**config.mk**
```make
export PLATFORM = sky130hd
export DESIGN_NAME = cpf_queue
export DESIGN_NICKNAME = d
export VERILOG_FILES = /design/src/design/cpf_pkg.sv /design/src/design/cpf_queue.sv
export SDC_FILE = /design/constraint.sdc
export NUM_CORES = 1
export LEC_CHECK = 0
export BUFFER_PORTS_ARGS = -buffer_cell sky130_fd_sc_hd__buf_2
export CAP_MARGIN = 20
export CORE_UTILIZATION = 50
export CTS_CLUSTER_SIZE = 25
export DETAILED_ROUTE_END_ITERATION = 10
export PLACE_DENSITY = 0.83
export SETUP_SLACK_MARGIN = 0.2
export SLEW_MARGIN = 20
export SYNTH_ARGS = -nofsm -noshare
export SYNTH_HDL_FRONTEND = slang
export SYNTH_SLANG_ARGS = --single-unit
```
**constraint.sdc**
```tcl
create_clock -name clk -period 6.9 [get_ports clk]
set_clock_uncertainty 0.05 [all_clocks]
set_input_delay 0.345 -clock clk [delete_from_list [all_inputs] [get_ports clk]]
set_output_delay 0.345 -clock clk [all_outputs]
set_load 0.02 [all_outputs]
```
**src/design/cpf_pkg.sv**
```systemverilog
// Shared types, constants and kernel helpers for the 3x3 preset filter.
// No dependencies; every other design file but cpf_ram uses this package.

package cpf_pkg;

    localparam int MAX_WIDTH  = 1024;
    localparam int MAX_HEIGHT = 4096;
    localparam int MIN_SIZE   = 3;

    localparam int PIX_W    = 8;
    localparam int ADDR_W   = $clog2(MAX_WIDTH);
    localparam int COL_W    = 10;
    localparam int ROW_W    = 12;
    localparam int KIND_W   = 3;
    localparam int WIDTH_W  = 11;
    localparam int HEIGHT_W = 13;

    localparam int PADDR_W   = 4;
    localparam int PDATA_W   = 32;
    localparam int REG_IDX_W = 2;

    localparam int Q_DEPTH = 4;
    localparam int QPTR_W  = $clog2(Q_DEPTH);
    localparam int QCNT_W  = $clog2(Q_DEPTH + 1);

    localparam int SUM_W    = 13;
    localparam int MAG_W    = 12;
    localparam int RECIP_W  = 16;
    localparam int RECIP_SH = 18;
    localparam logic [RECIP_W-1:0] RECIP_5 = RECIP_W'(52429);
    localparam int OFFSET   = 128;

    typedef logic [PIX_W-1:0] pix_t;

    typedef enum logic [REG_IDX_W-1:0] {
        REG_KIND   = 2'd0,
        REG_WIDTH  = 2'd1,
        REG_HEIGHT = 2'd2
    } reg_idx_e;

    typedef enum logic [KIND_W-1:0] {
        FK_SMOOTH      = 3'd0,
        FK_EMBOSS      = 3'd1,
        FK_SHARPEN     = 3'd2,
        FK_LAPLACE     = 3'd3,
        FK_RELIEF_DIAG = 3'd4,
        FK_RELIEF_VERT = 3'd5
    } kind_e;

    typedef enum logic [2:0] {
        DIV_1,
        DIV_2,
        DIV_4,
        DIV_5,
        DIV_8
    } div_e;

    typedef struct packed {
        logic [KIND_W-1:0]   kind;
        logic [WIDTH_W-1:0]  width;
        logic [HEIGHT_W-1:0] height;
    } cfg_t;

    typedef struct packed {
        logic [ROW_W-1:0] row;
        logic [COL_W-1:0] col;
        logic             last;
    } meta_t;

    // win[row*3 + col], row 0 is the top row, col 0 the oldest column
    typedef struct packed {
        pix_t [8:0] win;
        meta_t      meta;
    } job_t;

    function automatic div_e kernel_div(input logic [KIND_W-1:0] kind);
        div_e d;
        case (kind_e'(kind))
            FK_SMOOTH:      d = DIV_8;
            FK_EMBOSS:      d = DIV_4;
            FK_SHARPEN:     d = DIV_5;
            FK_LAPLACE:     d = DIV_1;
            FK_RELIEF_DIAG: d = DIV_1;
            FK_RELIEF_VERT: d = DIV_2;
            default:        d = DIV_1;
        endcase
        return d;
    endfunction

    function automatic logic kernel_offset(input logic [KIND_W-1:0] kind);
        logic o;
        case (kind_e'(kind))
            FK_SHARPEN,
            FK_LAPLACE,
            FK_RELIEF_DIAG,
            FK_RELIEF_VERT: o = 1'b1;
            default:        o = 1'b0;
        endcase
        return o;
    endfunction

endpackage

```
**src/design/cpf_queue.sv**
```systemverilog
// Short job queue between the window front end and the arithmetic back end.
// Depends on cpf_pkg for the job type and depth.

module cpf_queue (
    input  logic                         clk,
    input  logic                         rst_n,
    input  logic                         push,
    input  cpf_pkg::job_t                push_job,
    input  logic                         pop,
    output logic                         q_valid,
    output cpf_pkg::job_t                q_job,
    output logic [cpf_pkg::QCNT_W-1:0]   count
);
    import cpf_pkg::*;

    job_t              ent_reg [Q_DEPTH];
    logic [QPTR_W-1:0] wr_ptr_reg;
    logic [QPTR_W-1:0] rd_ptr_reg;
    logic [QCNT_W-1:0] count_reg;
    logic [QCNT_W-1:0] count_next;
    logic              do_pop;

    assign q_valid = (count_reg != '0);
    assign q_job   = ent_reg[rd_ptr_reg];
    assign count   = count_reg;
    assign do_pop  = pop && q_valid;

    always_comb
    begin
        count_next = count_reg;
        if (push && !do_pop)
        begin
            count_next = count_reg + QCNT_W'(1);
        end
        else if (!push && do_pop)
        begin
            count_next = count_reg - QCNT_W'(1);
        end
    end

    always_ff @(posedge clk)
    begin
        if (push)
        begin
            ent_reg[wr_ptr_reg] <= push_job;
        end
    end

    always_ff @(posedge clk or negedge rst_n)
    begin
        if (!rst_n)
        begin
            wr_ptr_reg <= '0;
            rd_ptr_reg <= '0;
            count_reg  <= '0;
        end
        else
        begin
            count_reg <= count_next;
            if (push)
            begin
                wr_ptr_reg <= wr_ptr_reg + QPTR_W'(1);
            end
            if (do_pop)
            begin
                rd_ptr_reg <= rd_ptr_reg + QPTR_W'(1);
            end
        end
    end

    a_no_overflow: assert property (@(posedge clk) disable iff (!rst_n)
        push && !do_pop |-> count_reg != QCNT_W'(Q_DEPTH))
        else $error("job queue overflow");

    a_no_underflow: assert property (@(posedge clk) disable iff (!rst_n)
        pop |-> q_valid)
        else $error("job queue popped while empty");

    a_count_tracks: assert property (@(posedge clk) disable iff (!rst_n)
        push && !do_pop |=> count_reg == $past(count_reg) + QCNT_W'(1))
        else $error("job queue count out of step with pushes");
endmodule

```
Yosys cells after proc, flatten, opt, wreduce, memory -nomap -nowiden
Memory sizes are Yosys's and may differ from the RTL's.
Cells that the tools add are included.
Word-level totals
  RAM bits: 380
  bits in registers: 7
  memories kept: 1
  input port bits: 99
Memories
  ent_reg: depth 4, bits a word 95, read ports 1, clocked after Yosys merged registers in 0, wr ports 1, line cpf_queue.sv:16  | job_t ent_reg [Q_DEPTH];
Cells by class
  muxes and demuxes: 4
  reductions and logical operators: 7
  $add $sub $neg: 4
Operators by type and width (number)
  $mux 3: 2
  $add 2x1->2 const B: 2
  $add 3x1->3 const B: 1
  $logic_and 1x1->1: 3
  $reduce_bool 3->1: 1
  $sub 3x1->3 const B: 1
  $logic_not 1->1: 2
  $mux 1: 2
  $reduce_bool 2->1: 1

Depth between registers and ports, before layout
  word-level depth: 5
  gate-level depth with buffers: 8
  depth with buffers taken out: 8

Least setup slack after synthesis
OpenSTA, ideal clock, no wires.
  path type: flip-flop to flip-flop
  start: register wr_ptr_reg[0]
  end: memory ent_reg[2][0] in the netlist's numbering, enable pin
  cell stages (with the launch flop): 4
  required time: 6.386 ns
  setup time: 0.464 ns
  slack: 3.566 ns
  data arrival time: 2.820 ns
  buffers on the path: 0
  cell sequence: dfrtp_1 > inv_1 > ha_1 > and2_1
RTL lines
  from (decl): line cpf_queue.sv:17  | logic [QPTR_W-1:0] wr_ptr_reg;
  from (signal assigned): line cpf_queue.sv:62  | wr_ptr_reg <= wr_ptr_reg + QPTR_W'(1);
  to (decl): line cpf_queue.sv:16
Straight into the memory's write port.

==> flow_metrics.tcl <==
set metrics [dict create \
    grt_max_degree 59 \
    synth_top_area_share_pct 81.0 \
    whs_path_depth 1 \
    period_needed_ps 3620 \
    critPathMaxStageDelay_ps 1030 \
    fin_ws_ps 3280 \
    avgViaCountPerCell 5.33 \
    cp-end-kind "primary output" \
    routedWlPerCell_um 21.6 \
    root_buffer "clkbuf_16" \
    critPathMaxFanout 45 \
    worst-setup-path-type "reg -> out" \
    cp_slowest_cell "dfrtp_4" \
    cp-start-kind "flip-flop" \
    ant_nets 0 \
    fin_area_um2 17500 \
    grt_util_all_layers_pct 19.0 \
    synth_ff_type "edfxtp_1" \
    crit_buf_inv 2 \
    largest_reg_flops 380 \
    synth_top_cells_by_area "edfxtp_1 81%, mux4_2 15%, dfrtp_1 1.2%, ha_1 0.44%, buf_2 0.43%" \
    die_w_um 170 \
    die_area_um2 28900 \
    final_net_count 946 \
    hold_viol 0 \
    synth_nets 635 \
    syn_to_final_growth_pct 24.5 \
    path_depth 3 \
    vias 6647 \
    drv_cap 0 \
    grt_pass1_wl_mm 40.6 \
    slew-limit-headroom_pct 36.4 \
    syn_inst 530 \
    required_ps 6500 \
    critPathLaunch "rd_ptr_reg[0]" \
    synth_commonest_cells "380 x edfxtp_1, 95 x mux4_2, 12 x buf_2" \
    cts-htree-levels 2 \
    dieHeight_um 170 \
    yosysMostFrequentCell "edfxtp_1" \
    portBuffers 197 \
    crit_chain "buf_4, mux4_2, buf_2" \
    ys_types 21 \
    setup_viol 0 \
    ys_warn_count 0 \
    synth_area_um2 14100 \
    power_uw 7490 \
    rsz0062_at_grt "no" \
    routed_wl_mm 26.9 \
    firstDrtPassIters 7 \
    r2r-start "wr_ptr_reg[0]" \
    drtIter0Drc 610 \
    synth_edf_count 380 \
    arrival_ps 3220 \
    synth_seq_area_share_pct 82.2 \
    drc 0 \
    ir_drop_uv 313 \
    hpwl_mm 14.5 \
    drive_above_1_share_pct 41.1 \
    clockBufferDepth 3 \
    pre_cts_ws_ps 3740 \
    clk_pin_slew_ps 60 \
    core-area_um2 27800 \
    placed_cell_area_um2 15500 \
    min_from "push_job[58]" \
    floorplan.initialDensity_pct 50.7 \
    routabilityCongestion 0.674 \
    min_path_type "in -> reg" \
    cts.sinks 387 \
    outcome "completed" \
    ys_ff_latch 387 \
    slew_violations 0 \
    synthArstFlopShare_pct 1.81 \
    synth_top_area_cell "edfxtp_1" \
    fmax_ghz 0.276 \
    numCtsBuffers 39 \
    grt_pass1_vias 7315 \
    antenna_found_initial 0 \
    num_io_pins 198 \
    leakage_uw 0.00606 \
    synth_area_per_cell_um2 26.6 \
    fin_crit_sh_pct 52.5 \
    rr_worst_depth 4 \
    overflow 0 \
    cts_tree "built" \
    num_rows 61 \
    clock_latency_ps 500 \
    tns_ps 0 \
    antenna_cells 0 \
    crit_family "flip-flops" \
    power.density_nw_per_um2 427 \
    fin_util_pct 63.2 \
    tightest_slew_ps 954 \
]
## where the power goes
part	switching, uW	internal (uW)
clock network	804	1160
logic	1280	932
registers	242	3080
## cells by family after synthesis
| logic type | synth area share (%) |
|---|---|
| flip-flops | 82.2 |
| multiplexers | 15.3 |
| buffers and inverters | 1.18 |
| AND/OR/NAND/NOR | 0.337 |
| adder cells (fa/ha/maj) | 0.586 |
| AO/OA/AOI/OAI | 0.0355 |
| XOR/XNOR | 0.373 |
## layer usage
layer,track usage [%],vias up,routed length (um)
met4,5.64,0,514
met3,3.53,46,1400
met2,33.6,232,14300
li1,-,2903,-
met1,23.8,3466,10700
met5,0,-,0
## through the flow
| stage | hold slack, ps | instances |
|---|---|---|
| final | 19.5 | 1248 |
| after global routing | 9.44 | 1248 |
| after CTS | 1.33 | 1248 |
| after detailed placement | 149 | 1090 |
| after global placement | 143 | 1090 |
| after floorplan | -0.591 | 530 |
## what timing repair did
action	in CTS	in global routing
setup buffers	0	0
resized for setup	0	0
endpoints found under the hold margin	345	0
endpoints found under the setup margin	0	0
hold buffers	88	0
## layout make-up
class	instances	area [um2]
clock buffer	56	1110
clock inverter	14	87.6
fill	1877	10200
inverter	3	11.3
multi-input combinational	118	2350
sequential	387	11600
tap	378	473
timing repair buffer	292	1920
## cell usage in the layout (no fill, tap or decap), drive strengths merged
cell	instances
nand3	1
dfrtp	7
o21ai	1
or3	1
bufinv	1
dlygate4sd3	88
fa	1
nor2	1
mux4	95
xnor2	3
buf	204
inv	3
nand2	2
xor2	3
clkbuf	56
and2	4
mux2	1
clkinv	13
ha	5
edfxtp	380
## path summary, 6_finish.rpt
check | endpoint | slack [ps]
setup reg to reg | ent_reg[0][22] | 4400
hold / removal | ent_reg[0][58] | 20
min in group asynchronous | count[2] | 170
hold reg to reg | count[2] | 450
setup / recovery | q_job[34] | 3280
max in group asynchronous | rd_ptr_reg[1] | 6440
Power figures use the tool's default switching activity.
