==> src/design/cpf_pkg.sv <==
// Shared types, constants and kernel helpers for the 3x3 preset filter.
// No dependencies; every other design file but cpf_ram uses this package.

package cpf_pkg;

    localparam int MAX_WIDTH  = 1024;
    localparam int MAX_HEIGHT = 4096;
    localparam int MIN_SIZE   = 3;

    localparam int PIX_W    = 8;
    localparam int ADDR_W   = $clog2(MAX_WIDTH);
    localparam int COL_W    = 10;
    localparam int ROW_W    = 12;
    localparam int KIND_W   = 3;
    localparam int WIDTH_W  = 11;
    localparam int HEIGHT_W = 13;

    localparam int PADDR_W   = 4;
    localparam int PDATA_W   = 32;
    localparam int REG_IDX_W = 2;

    localparam int Q_DEPTH = 4;
    localparam int QPTR_W  = $clog2(Q_DEPTH);
    localparam int QCNT_W  = $clog2(Q_DEPTH + 1);

    localparam int SUM_W    = 13;
    localparam int MAG_W    = 12;
    localparam int RECIP_W  = 16;
    localparam int RECIP_SH = 18;
    localparam logic [RECIP_W-1:0] RECIP_5 = RECIP_W'(52429);
    localparam int OFFSET   = 128;

    typedef logic [PIX_W-1:0] pix_t;

    typedef enum logic [REG_IDX_W-1:0] {
        REG_KIND   = 2'd0,
        REG_WIDTH  = 2'd1,
        REG_HEIGHT = 2'd2
    } reg_idx_e;

    typedef enum logic [KIND_W-1:0] {
        FK_SMOOTH      = 3'd0,
        FK_EMBOSS      = 3'd1,
        FK_SHARPEN     = 3'd2,
        FK_LAPLACE     = 3'd3,
        FK_RELIEF_DIAG = 3'd4,
        FK_RELIEF_VERT = 3'd5
    } kind_e;

    typedef enum logic [2:0] {
        DIV_1,
        DIV_2,
        DIV_4,
        DIV_5,
        DIV_8
    } div_e;

    typedef struct packed {
        logic [KIND_W-1:0]   kind;
        logic [WIDTH_W-1:0]  width;
        logic [HEIGHT_W-1:0] height;
    } cfg_t;

    typedef struct packed {
        logic [ROW_W-1:0] row;
        logic [COL_W-1:0] col;
        logic             last;
    } meta_t;

    // win[row*3 + col], row 0 is the top row, col 0 the oldest column
    typedef struct packed {
        pix_t [8:0] win;
        meta_t      meta;
    } job_t;

    function automatic div_e kernel_div(input logic [KIND_W-1:0] kind);
        div_e d;
        case (kind_e'(kind))
            FK_SMOOTH:      d = DIV_8;
            FK_EMBOSS:      d = DIV_4;
            FK_SHARPEN:     d = DIV_5;
            FK_LAPLACE:     d = DIV_1;
            FK_RELIEF_DIAG: d = DIV_1;
            FK_RELIEF_VERT: d = DIV_2;
            default:        d = DIV_1;
        endcase
        return d;
    endfunction

    function automatic logic kernel_offset(input logic [KIND_W-1:0] kind);
        logic o;
        case (kind_e'(kind))
            FK_SHARPEN,
            FK_LAPLACE,
            FK_RELIEF_DIAG,
            FK_RELIEF_VERT: o = 1'b1;
            default:        o = 1'b0;
        endcase
        return o;
    endfunction

endpackage

==> src/design/cpf_result_if.sv <==
// Result output channel: valid/ready handshake carrying one filtered pixel.
// Depends on cpf_pkg for widths.

interface cpf_result_if;
    logic                        valid;
    logic                        ready;
    cpf_pkg::pix_t               filtered;
    logic [cpf_pkg::ROW_W-1:0]   centre_row;
    logic [cpf_pkg::COL_W-1:0]   centre_col;
    logic                        last;

    modport source (output valid, output filtered, output centre_row,
                    output centre_col, output last, input ready);
    modport sink   (input valid, input filtered, input centre_row,
                    input centre_col, input last, output ready);
endinterface

==> src/design/cpf_back.sv <==
// Back end: kernel sum, division by the kernel divisor, offset and saturation.
// Depends on cpf_pkg and cpf_result_if; pulls jobs from cpf_queue.

module cpf_back (
    input  logic           clk,
    input  logic           rst_n,
    input  cpf_pkg::cfg_t  cfg,
    input  logic           q_valid,
    input  cpf_pkg::job_t  q_job,
    output logic           q_pop,
    cpf_result_if.source   res
);
    import cpf_pkg::*;

    logic                    st1_valid_reg;
    logic signed [SUM_W-1:0] st1_sum_reg;
    div_e                    st1_div_reg;
    logic                    st1_off_reg;
    meta_t                   st1_meta_reg;

    logic             st2_valid_reg;
    logic             st2_neg_reg;
    logic [MAG_W-1:0] st2_q_reg;
    logic             st2_off_reg;
    meta_t            st2_meta_reg;

    logic  out_valid_reg;
    pix_t  out_pix_reg;
    meta_t out_meta_reg;

    logic                        en;
    logic signed [SUM_W-1:0]     pe [9];
    logic signed [SUM_W-1:0]     sum_next;
    logic [SUM_W-1:0]            abs_v;
    logic [MAG_W-1:0]            mag;
    logic [MAG_W+RECIP_W-1:0]    prod;
    logic [MAG_W-1:0]            q_next;
    logic signed [MAG_W+1:0]     sv;
    logic signed [MAG_W+1:0]     v;
    pix_t                        sat;

    // the whole back end moves together; stall only when the output is held
    assign en    = !out_valid_reg || res.ready;
    assign q_pop = en && q_valid;

    always_comb
    begin
        for (int i = 0; i < 9; i++)
        begin
            pe[i] = $signed({{(SUM_W-PIX_W){1'b0}}, q_job.win[i]});
        end
        case (kind_e'(cfg.kind))
            FK_SMOOTH:
                sum_next = pe[1] + pe[3] + pe[5] + pe[7] + (pe[4] <<< 2);
            FK_EMBOSS:
                sum_next = pe[4] + pe[5] + pe[7] + (pe[8] <<< 1)
                         - (pe[0] <<< 1) - pe[1] - pe[3];
            FK_SHARPEN:
                sum_next = (pe[4] <<< 3) + pe[4] - pe[1] - pe[3] - pe[5] - pe[7];
            FK_LAPLACE:
                sum_next = (pe[4] <<< 3) - pe[0] - pe[1] - pe[2] - pe[3]
                         - pe[5] - pe[6] - pe[7] - pe[8];
            FK_RELIEF_DIAG:
                sum_next = pe[0] - pe[8];
            FK_RELIEF_VERT:
                sum_next = pe[1] - pe[7];
            default:
                sum_next = pe[4];
        endcase
    end

    // divide the magnitude so that the quotient truncates toward zero
    assign abs_v = st1_sum_reg[SUM_W-1] ? SUM_W'(-st1_sum_reg) : SUM_W'(st1_sum_reg);
    assign mag   = abs_v[MAG_W-1:0];
    assign prod  = mag * RECIP_5;

    always_comb
    begin
        case (st1_div_reg)
            DIV_1:   q_next = mag;
            DIV_2:   q_next = mag >> 1;
            DIV_4:   q_next = mag >> 2;
            DIV_5:   q_next = MAG_W'(prod >> RECIP_SH);
            DIV_8:   q_next = mag >> 3;
            default: q_next = mag;
        endcase
    end

    assign sv = st2_neg_reg ? -$signed({2'b00, st2_q_reg}) : $signed({2'b00, st2_q_reg});
    assign v  = sv + (st2_off_reg ? (MAG_W+2)'(OFFSET) : '0);

    always_comb
    begin
        if (v < 0)
        begin
            sat = '0;
        end
        else if (v > (MAG_W+2)'(255))
        begin
            sat = '1;
        end
        else
        begin
            sat = v[PIX_W-1:0];
        end
    end

    always_ff @(posedge clk or negedge rst_n)
    begin
        if (!rst_n)
        begin
            st1_valid_reg <= 1'b0;
            st2_valid_reg <= 1'b0;
            out_valid_reg <= 1'b0;
        end
        else if (en)
        begin
            st1_valid_reg <= q_valid;
            st2_valid_reg <= st1_valid_reg;
            out_valid_reg <= st2_valid_reg;
        end
    end

    always_ff @(posedge clk)
    begin
        if (en)
        begin
            st1_sum_reg  <= sum_next;
            st1_div_reg  <= kernel_div(cfg.kind);
            st1_off_reg  <= kernel_offset(cfg.kind);
            st1_meta_reg <= q_job.meta;
            st2_neg_reg  <= st1_sum_reg[SUM_W-1];
            st2_q_reg    <= q_next;
            st2_off_reg  <= st1_off_reg;
            st2_meta_reg <= st1_meta_reg;
            out_pix_reg  <= sat;
            out_meta_reg <= st2_meta_reg;
        end
    end

    assign res.valid      = out_valid_reg;
    assign res.filtered   = out_pix_reg;
    assign res.centre_row = out_meta_reg.row;
    assign res.centre_col = out_meta_reg.col;
    assign res.last       = out_meta_reg.last;
endmodule

==> src/flat_wrapper.sv <==
// flat-port wrapper written by rule: the top's interface ports become plain ports
module cpf_back_flat import cpf_pkg::*;
  (clk, rst_n, cfg, q_valid, q_job, q_pop, res_valid, res_filtered, res_centre_row, res_centre_col, res_last, res_ready);
  cpf_result_if res_i ();
  input  logic clk;
  input  logic rst_n;
  input  cpf_pkg::cfg_t cfg;
  input  logic q_valid;
  input  cpf_pkg::job_t q_job;
  output logic q_pop;
  output wire logic [$bits(res_i.valid)-1:0] res_valid;
  output wire logic [$bits(res_i.filtered)-1:0] res_filtered;
  output wire logic [$bits(res_i.centre_row)-1:0] res_centre_row;
  output wire logic [$bits(res_i.centre_col)-1:0] res_centre_col;
  output wire logic [$bits(res_i.last)-1:0] res_last;
  input wire logic [$bits(res_i.ready)-1:0] res_ready;
  assign res_valid = res_i.valid;
  assign res_filtered = res_i.filtered;
  assign res_centre_row = res_i.centre_row;
  assign res_centre_col = res_i.centre_col;
  assign res_last = res_i.last;
  assign res_i.ready = res_ready;
  cpf_back u_core (.clk(clk), .rst_n(rst_n), .cfg(cfg), .q_valid(q_valid), .q_job(q_job), .q_pop(q_pop), .res(res_i));
endmodule
==> config.mk <==
export PLATFORM = sky130hd
export DESIGN_NAME = cpf_back_flat
export DESIGN_NICKNAME = d
export VERILOG_FILES = /design/src/design/cpf_pkg.sv /design/src/design/cpf_result_if.sv /design/src/design/cpf_back.sv /design/src/flat_wrapper.sv
export SDC_FILE = /design/constraint.sdc
export NUM_CORES = 1
export LEC_CHECK = 0
export BUFFER_PORTS_ARGS = -buffer_cell sky130_fd_sc_hd__buf_4
export CORE_ASPECT_RATIO = 0.7
export CORE_MARGIN = 2
export CORE_UTILIZATION = 55
export DETAILED_ROUTE_END_ITERATION = 8
export PLACE_DENSITY = 0.86
export SLEW_MARGIN = 20
export SYNTH_ARGS = -nofsm -noshare
export SYNTH_HDL_FRONTEND = slang
export SYNTH_SLANG_ARGS = --single-unit
==> constraint.sdc <==
create_clock -name clk -period 6.7 [get_ports clk]
set_input_delay 1.675 -clock clk [delete_from_list [all_inputs] [get_ports clk]]
set_output_delay 1.675 -clock clk [all_outputs]
set_load 0.01 [all_outputs]
After elaboration in Yosys (flattened, before gate mapping)
Cells that the tools add are included.
Operators by class
  multiplexer cells: 8
  magnitude comparators: 2
  $add $sub $neg: 28
  reductions and logical operators: 5
  multipliers: 1
  equality and inequality tests: 9
Operators by type and width (count)
  13-bit by 9-bit subtractor with 13-bit output: 13
  13-bit one-hot mux with 6 select lines: 1
  12-bit one-hot mux with 4 select lines: 1
  13-bit by 9-bit adder with 13-bit output: 3
  12-bit by 16-bit multiplier with 28-bit output (second input constant): 1
  8-bit by 8-bit adder with 9-bit output: 2
  8-bit by 8-bit subtractor with 9-bit output: 2
  8-bit two-way mux: 2
  14-bit by 8-bit adder with 14-bit output: 1
  14-bit by 9-bit > comparator with 1-bit output (second input constant): 1
  14-bit by 1-bit < comparator with 1-bit output (second input constant): 1
  14-bit two-way mux: 1
  12-bit negator with 14-bit output: 1
  13-bit by 10-bit adder with 13-bit output: 1
  13-bit by 11-bit adder with 13-bit output: 1
  13-bit by 10-bit subtractor with 13-bit output: 1
  11-bit by 8-bit adder with 12-bit output: 1
  3-bit by 2-bit == test with 1-bit output (second input constant): 4
  12-bit two-way mux: 1
  12-bit negator: 1
  3-bit one-hot mux with 4 select lines: 1
  11-bit by 8-bit subtractor with 12-bit output: 1
  3-bit == test (second input constant): 3
  3-bit by 1-bit == test with 1-bit output (second input constant): 2
  6 further kinds: 6
Word-level totals
  bits of input ports: 126
  word-level logic and storage cells: 72
  output and inout port bits: 33
  register bits: 111

Depth between registers and ports, before layout
Gate-level depths: netlist (run 1).
  depth after elaboration: 9
  depth in mapped cells: 23

Worst setup path after synthesis (run 1)
OpenSTA, ideal clock, no wires.
  kind: input port to output port
  start: input res_ready
  end: output q_pop
  path buffers: 0
  stages on the path: 2
  setup slack: 0.237 ns
  arrival: 4.788 ns
  required time: 5.025 ns
  path through: nand2b_1 and2_1
Between the ends
  cells in the longest elaborated chain, start to end: 2
RTL lines
  start, declared: line flat_wrapper.sv:16  | input wire logic [$bits(res_i.ready)-1:0] res_ready;
  1-bit logical OR: line cpf_back.sv:43  | assign en = !out_valid_reg || res.ready;
  1-bit logical AND: line cpf_back.sv:44  | assign q_pop = en && q_valid;
  end, declared: line flat_wrapper.sv:10  | output logic q_pop;
No other way between the ends.

Final worst setup path (run 1)
  start: register u_core.st1_sum_reg[3]
  end: register u_core.st2_q_reg[9] (data pin)
Between the ends
  cells in the longest elaborated chain, start to end: 4
RTL lines
  start, declared: line cpf_back.sv:16  | logic signed [SUM_W-1:0] st1_sum_reg;
  start signal, assigned: line cpf_back.sv:128  | st1_sum_reg <= sum_next;
  12-bit negator: line cpf_back.sv:73  | assign abs_v = st1_sum_reg[SUM_W-1] ? SUM_W'(-st1_sum_reg) : SUM_W'(st1_sum_reg);
  12-bit two-way mux (*): line cpf_back.sv:73
  12-bit by 16-bit multiplier with 28-bit output: line cpf_back.sv:75  | assign prod = mag * RECIP_5;
  12-bit one-hot mux with 4 select lines (*): line cpf_back.sv:79  | case (st1_div_reg)
  via u_core.q_next[9]: line cpf_back.sv:37  | logic [MAG_W-1:0] q_next;
  end signal, assigned: line cpf_back.sv:133  | st2_q_reg <= q_next;
  end, declared: line cpf_back.sv:23  | logic [MAG_W-1:0] st2_q_reg;
The timed path passes the listed nets; every way through them passes the cells marked *.
A chain may end at the register's enable or synchronous reset.

==> results of run 1 <==
==> metrics by stage <==
step                TNS (ns)  area, um2
detailed placement    -0.610      16100
floorplan                  0      14200
finish                     0      16700
global route          -0.246      16700
global placement      -0.204      16100
CTS                        0      16400
==> critical path: stages (launching register included) <==
cell and delay, ns:
sky130_fd_sc_hd__edfxtp_1 0.40, sky130_fd_sc_hd__or4_4 0.60, sky130_fd_sc_hd__o31ai_4 0.29, sky130_fd_sc_hd__xor2_2 0.19, sky130_fd_sc_hd__inv_2 0.10, sky130_fd_sc_hd__ha_4 0.28
sky130_fd_sc_hd__inv_1 0.05, sky130_fd_sc_hd__fa_1 0.57, sky130_fd_sc_hd__inv_2 0.07, sky130_fd_sc_hd__fa_1 0.47, sky130_fd_sc_hd__fa_1 0.57, sky130_fd_sc_hd__inv_2 0.04
sky130_fd_sc_hd__fa_1 0.51, sky130_fd_sc_hd__inv_2 0.05, sky130_fd_sc_hd__ha_4 0.21, sky130_fd_sc_hd__and3_4 0.15, sky130_fd_sc_hd__a221o_1 0.35, sky130_fd_sc_hd__o21ai_2 0.22
sky130_fd_sc_hd__a31oi_4 0.12, sky130_fd_sc_hd__o211a_1 0.27, sky130_fd_sc_hd__o41ai_2 0.30, sky130_fd_sc_hd__buf_4 0.19, sky130_fd_sc_hd__nor3_2 0.04, sky130_fd_sc_hd__a211o_1 0.29
==> worst paths after layout <==
path,start,end,slack (ns),depth (start not counted)
min reg2reg,u_core.st2_meta_reg[11]$_DFFE_PN_,u_core.res.centre_row[0]$_DFFE_PN_,0.41,0
min,u_core.st2_meta_reg[11]$_DFFE_PN_,u_core.res.centre_row[0]$_DFFE_PN_,0.41,0
max,u_core.st1_sum_reg[3]$_DFFE_PN_,u_core.st2_q_reg[9]$_DFFE_PN_,0.12,23
max in group asynchronous,rst_n,u_core.st2_valid_reg$_DFFE_PN0N_,5.52,1
min in group asynchronous,rst_n,u_core.res.valid$_DFFE_PN0N_,1.09,1
max reg2reg,u_core.st1_sum_reg[3]$_DFFE_PN_,u_core.st2_q_reg[9]$_DFFE_PN_,0.12,23
==> synthesized netlist by cell type (7+ instances only) <==
cell / count / area, um2
sky130_fd_sc_hd__a211o_1: 7 / 61.3
sky130_fd_sc_hd__a211oi_1: 9 / 67.6
sky130_fd_sc_hd__a21o_1: 22 / 165
sky130_fd_sc_hd__a21oi_1: 82 / 410
sky130_fd_sc_hd__a31oi_1: 14 / 87.6
sky130_fd_sc_hd__clkbuf_1: 16 / 60.1
sky130_fd_sc_hd__edfxtp_1: 108 / 3240
sky130_fd_sc_hd__fa_1: 168 / 3360
sky130_fd_sc_hd__ha_1: 180 / 2250
sky130_fd_sc_hd__inv_1: 310 / 1160
sky130_fd_sc_hd__mux2i_1: 7 / 70.1
sky130_fd_sc_hd__nand2_1: 52 / 195
sky130_fd_sc_hd__nand2b_1: 16 / 100
sky130_fd_sc_hd__nand3_1: 10 / 50.1
sky130_fd_sc_hd__nor2_1: 62 / 233
sky130_fd_sc_hd__nor2b_1: 9 / 56.3
sky130_fd_sc_hd__nor3_1: 27 / 135
sky130_fd_sc_hd__nor4_1: 8 / 50.1
sky130_fd_sc_hd__o211ai_1: 7 / 52.6
sky130_fd_sc_hd__o21ai_0: 64 / 320
sky130_fd_sc_hd__o21bai_1: 11 / 82.6
sky130_fd_sc_hd__or3_1: 11 / 68.8
sky130_fd_sc_hd__xnor2_1: 55 / 482
sky130_fd_sc_hd__xor2_1: 43 / 377
==> per-layer routing <==
metal,vias to the layer above,global-route usage (%),share of wire [%]
li1,5174,-,-
met1,5473,37.4,43
met2,435,44.4,47
met3,73,4.83,7.2
met4,2,7.89,2.5
met5,-,0,0.035
==> layout make-up <==
class                      instances  share of cell area (%)
tap                              331                    2.48
clock inverter                     7                   0.546
inverter                         312                    7.00
timing repair buffer             223                    10.1
sequential                       111                    19.8
clock buffer                       9                    1.35
multi-input combinational        974                    58.7
==> cell families (layout without fill, tap and decap cells) <==
family / Yosys count / count (layout)
AO/OA/AOI/OAI: 283 / 283
flip-flops: 111 / 111
multiplexers: 10 / 10
adder cells (fa/ha/maj): 348 / 348
XOR/XNOR: 101 / 101
buffers and inverters: 335 / 551
AND/OR/NAND/NOR: 232 / 232
==> repair_timing <==
action	4_1_cts	5_1_grt
resized for setup	5	34
setup buffers	0	15
pin swaps	1	23
setup endpoints to repair	2	9
==> results list, run 1 <==
- The path class of the tightest hold or removal check is flip-flop to flip-flop.
- Endpoint class of the critical path: flip-flop
- Buffers placed on the I/O ports in this run total ~130.
* Post-route worst setup slack: 0.117 ns
- Synth unique cells: 70
* Critical path class: flip-flop to flip-flop
- Setup repair after global routing could not meet its margin everywhere.
- Post-synthesis share of cell area spent on full adders, half adders and majority gates: roughly two fifths
- Vias in the first global route: 11500
- Measured against the total synthesized area, the mux share comes to 0.731%.
- HPWL after detailed placement: 29800 um
- The routed layout has 11200 vias.
* Clock transition at the register clock pins on the worst setup and hold paths after CTS: 0.09 ns
- Static timing analysis puts the maximum clock frequency at 0.152 GHz.
- Sort of element at the start of the critical path: flip-flop
- Average instance area after synthesis: 10.0 um2
- Once layout is complete, the cells apart from fillers number a little under 2000.
- Summing the areas of all and, or, nand and nor instances in the mapped netlist gives 8.14% of the synthesized area.
- around 160 I/O pins were placed.
- Summing the areas of all xor and xnor instances in the mapped netlist gives around 6.4% of the synthesized area.
- Die span in y: around 140 um
- The tightest hold path in the finished design has a slack of 0.407 ns.
- Multi-input combinational cell area: between 9000 and 10000 um2
- Layout cell share with drive strength beyond 1: 17.5%
* Root buffer selected by CTS: sky130_fd_sc_hd__clkbuf_16
* Total count of max-transition violations in the final report: 0
* Area enclosed by the die boundary: 27100 um2
- Antenna violations before repair: 2
- In this run, CTS created clock tree buffers numbering 9.
- Timing analysis after detailed placement gives a worst setup slack of -0.252 ns.
* Wire length of the first global-routing pass: 58000 um
- Clock sink count: 111
- In the global route stage, overall resource usage came out at 27.2%.
* Count of H-tree levels built during CTS: 3
* Row count: 49
- At the worst endpoint, the required time is approximately 7 ns.
- Total inserted antenna cells: 0
- The number of placed instances, taps included, is 1936.
- Synth Flop Type: sky130_fd_sc_hd__edfxtp_1
* Clock tree skew after final layout: between 0.01 and 0.015 ns
- Sequential cells were found to cover a little under a quarter of the synthesized design area.
* Leading cell types in the layout, fill and taps excluded: 305 x sky130_fd_sc_hd__inv_1, 221 x sky130_fd_sc_hd__buf_4, 175 x sky130_fd_sc_hd__ha_1
* Worst slew pin tran: 1.06 ns
* Fill cell total of the finished layout: 1896
* Reg area: roughly 3300 um2
- Clock Path Buffers: 2
- Fraction of the mapped netlist area in compound gates: 12.9%
- Warnings, synthesis: 0
* Post-synthesis instance total: 1420
* Outcome: complete, no violations
- Aggregate global routing overflow: 0
- Number of synthesized flops with an enable pin: roughly 110
- The worst path uses 98.3% of the clock period.
- Synthesis produced a netlist with a net count of 1894.
- Slew headroom: 28.8%
- In this run the cell area of the synthesized design comes to around 14000 um2.
- Clock latency reported for the late side of the worst-skew pair: roughly 0.36 ns
- Post-synthesis sequential element count: 111
* Core Util, Final: 65.6%
- Counting flops with an async set or reset pin after synthesis yields a share of 2.70%.
- The library cell used most frequently in the layout, excluding fill and tap cells, is sky130_fd_sc_hd__inv_1.
- Compared with the post-synthesis result, the final layout area differs by 17.8%.
* Layout Nets: 2105
- Die Span X: 196 um
- Final min period: 6.58 ns
- Dominant combinational cell family by area after synthesis: adder cells
* Max Fanout on Critical Path: 4
* Total of endpoints with negative setup slack in the final report: 0
- Final number of hold-violating endpoints: 0
- Starting utilization of the core area: 55.7%
- Count of antenna-violating nets left after detailed routing: 0
* Max-Cap Viols: 0
- 1st-iter DRT viols: 1160
- After detailed routing, the number of remaining DRC violations is 0.
- Detailed-route vias per instance: 5.67
- Dividing the detail-routed wire length by the instance count gives 18.6 um.
- Final estimated routing congestion in global placement: 0.970
- Hold repair after CTS inserted 0 buffers.
- The first detailed-routing pass ran for 6 iterations.
* Worst path arrival time: between 6 and 7 ns
* Clock tree from TritonCTS: done
- Maximum number of pins on one net before global-route repair: 94
- The total area inside the core boundary comes to 25500 um2.
- After detailed routing, the total wire length is 36700 um.
Power of run 1 is not shown: default switching activity piles up to over one toggle a cycle in this logic, so the estimate is an artifact.
==> inputs of run 2 (changes only) <==
GPL_TIMING_DRIVEN = 0   (was not set)
==> run 2 against run 1 <==
Net effect: the flow now finishes with violations (negative setup slack); utilization is 0.92 points lower; via count rose by 1.1%; register-to-register slack worse by 0.14 ns; fmax decreased by 2.0%; flip-flop and latch count stayed put; clock skew is 0.0064 ns lower; critical path type unchanged; critical endpoint is now u_core.st2_q_reg[3]$_DFFE_PN_; largest cell class unchanged.
==> results list, run 2 (same netlist as run 1, synthesis figures left out) <==
* Count of H-tree levels built during CTS: 3 (unchanged)
* Outcome: finished, violations left
* Reg area: 3320 um2 (unchanged)
- Clock latency reported for the late side of the worst-skew pair: 0.35 ns (about the same)
- By startpoint and endpoint, the worst setup path is classified as flip-flop to flip-flop.
- The global-route usage over all layers came to 27.6% (+0.46 points).
- The number of global-route vias before repair came to 11600 (+0.36%).
* Hold depth: 0 (unchanged)
- The clock period minus worst slack was 6.72 ns (+0.137 ns).
* Maximum number of pins on one net before global-route repair: 45 (-52%)
- The half-perimeter wire length after detailed placement was 30100 um (+1.1%).
- The TritonCTS sink count came to 111 (unchanged).
- The required arrival time at the worst endpoint came to 6.78 ns (-0.03 ns).
- Port-buffer cells: 134 (unchanged)
* Period Utilization, post-route: 100% (+2.0 points)
- Core ar.: 25500 um2 (unchanged)
* Area Growth Syn to Fin: 16.1%
- The sum of routed wire length over all layers is 37000 um (+0.93%).
- Row count: 49 (unchanged)
- The total global routing overflow was 0 (unchanged).
* Count of cells along the worst register-to-register path: 23 (unchanged)
- The slowest stage of the critical path is the sky130_fd_sc_hd__or4_4 cell.
- Delay of the slowest cell on the worst path: 0.60 ns (about the same)
- The post-place setup slack is -0.552 ns (-0.300 ns).
* Layout cell share with drive strength beyond 1: 15.1% (-2.5 points)
- The routability congestion estimate came to 0.961 (-0.96%).
- The worst relative slew slack came to 35.3% (+6.6 points).
* Final routed wire length divided by cell count: 19.1 um (+2.5%)
* Endpoint class of the critical path: flip-flop
- The number of nets in the layout is 2075 (-1.4%).
- Total count of max-transition violations in the final report: 0 (unchanged)
* Inserted Clock Buffers: 9 (unchanged)
- Clock tree from TritonCTS: done
- 1st-iter DRT viols: 1270 (+9.5%)
* Total of endpoints with negative setup slack in the final report: 1 (+1)
* Starting utilization of the core area: 55.7% (unchanged)
- Max Clk Rate: 0.149 GHz (-2.0%)
* Max-Cap Viols: 0 (unchanged)
- In the layout the commonest cells are 308 x sky130_fd_sc_hd__inv_1, 176 x sky130_fd_sc_hd__ha_1, 167 x sky130_fd_sc_hd__fa_1, 167 x sky130_fd_sc_hd__buf_4, 108 x sky130_fd_sc_hd__edfxtp_1.
- The checks that failed: negative setup slack.
- The wire length of the first global-routing pass was 59200 um (+2.0%).
* Total inserted antenna cells: 0 (unchanged)
- The worst setup margin was -0.0202 ns (-0.137 ns).
- The vias after detailed routing is 11300 (+1.1%).
- The library cell used most frequently in the layout, excluding fill and tap cells, is sky130_fd_sc_hd__inv_1.
* Number of ports placed on the die boundary: 159 (unchanged)
- Final routed DRC violation total: 0 (unchanged)
- Detailed-route vias per instance: 5.83 (+2.7%)
- The worst setup path is launched from a flip-flop.
- Worst path cell trace: or4_4, buf_12, o31ai_4, xor2_4, inv_2, and2_1, inv_1, fa_1, inv_2, fa_1, fa_1, inv_1, fa_1, inv_1, ha_4, and3_1, a221o_1, o21ai_2, a31oi_4, or2_2, a21oi_2, xor2_1, o221ai_1
* Clock transition at the register clock pins on the worst setup and hold paths after CTS: 0.08 ns (about the same)
- The maximum clock skew at final layout came to 0.00777 ns (-0.00637 ns).
- The number of detailed-route iterations in the first pass was 9 (+3).
* Antenna violations before repair: 0 (-2)
- The number of buffers inserted by hold repair at cts came to 0 (unchanged).
- Kind of path behind the tightest hold check: flip-flop to flip-flop
* Worst slew pin tran: 0.962 ns (-0.0926 ns)
- Worst path arrival time: 6.80 ns (+0.10 ns)
- The antenna violation net count after detailed routing was 0 (unchanged).
- The die area was 27100 um2 (unchanged).
- The number of filler cells placed in the layout was 1919 (+1.2%).
- Among the stages of the critical path, the cell type that occurs most often is sky130_fd_sc_hd__fa_1.
- The area taken by multi-input logic gates is 9890 um2 (+0.66%).
* Die Span X: 196 um (unchanged)
- The number of hold violations in the final report is 0 (unchanged).
- Root buffer selected by CTS: sky130_fd_sc_hd__clkbuf_16
- Die span in y: 138 um (unchanged)
* Clock Path Buffers: 2 (unchanged)
* Max Fanout on Critical Path: 5 (+1)
-- run 2: cell count changes in the layout (fill, tap and decap cells not counted), sizes merged --
cell / change
inv: +1
clkinv: -2
clkbuf: +17
buf: -46
-- run 2: final cells by class --
class / count / area share, %
well taps: 331 / 2.51
multi-input cells: 974 / 60.0
plain buffers: 23 / 0.569
clock buffers: 10 / 1.39
inverters: 312 / 7.10
repair buffers: 170 / 7.97
clock inverters: 6 / 0.379
flip-flops and latches: 111 / 20.1
-- run 2: worst paths after layout --
path                                              startpoint                                 end  slack, ns
setup / recovery             u_core.st1_sum_reg[2]$_DFFE_PN_       u_core.st2_q_reg[3]$_DFFE_PN_      -0.02
hold / removal             u_core.st2_meta_reg[15]$_DFFE_PN_  u_core.res.centre_row[4]$_DFFE_PN_       0.42
setup reg to reg             u_core.st1_sum_reg[2]$_DFFE_PN_       u_core.st2_q_reg[3]$_DFFE_PN_      -0.02
hold reg to reg            u_core.st2_meta_reg[15]$_DFFE_PN_  u_core.res.centre_row[4]$_DFFE_PN_       0.42
max in group asynchronous                              rst_n        u_core.res.valid$_DFFE_PN0N_       5.50
min in group asynchronous                              rst_n    u_core.st1_valid_reg$_DFFE_PN0N_       1.10
-- run 2: layer usage --
metal  track usage [%]  share of wire (%)  up-vias
met4              6.54                2.2        0
met3              4.95                8.3       90
li1                  -                  -     5106
met5                 0                  0        -
met1              38.0                 42     5512
met2              45.8                 48      577
-- run 2: worst max-delay path, delay by kind of cell, from the launching register on --
family	cells	cell delay, ns
adder cells (fa/ha/maj)	5	2.15
AO/OA/AOI/OAI	6	1.41
AND/OR/NAND/NOR	4	1.28
XOR/XNOR	2	0.60
buffers and inverters	6	0.58
flip-flops	1	0.42
-- run 2: what timing repair did --
item | 4_1_cts | 5_1_grt
endpoints found under the setup margin | 8 | 12
resized for setup | 11 | 33
cloned | 0 | 0
pin swaps | 9 | 17
buffers inserted | 15 | 19
-- run 2: stage by stage --
stage	cells	setup TNS, ns	area, um2	utilization [%]	hold slack [ns]
after floorplan	1420	0	14200	-	0.400
after global placement	1885	-2.90	15600	61.2	0.400
after global routing	1937	-0.357	16500	64.7	0.432
after detailed placement	1887	-3.42	15700	61.5	0.405
after CTS	1918	0	16100	63.3	0.422
final	1937	-0.0202	16500	64.7	0.421
Power of run 2 is left out for the same reason.
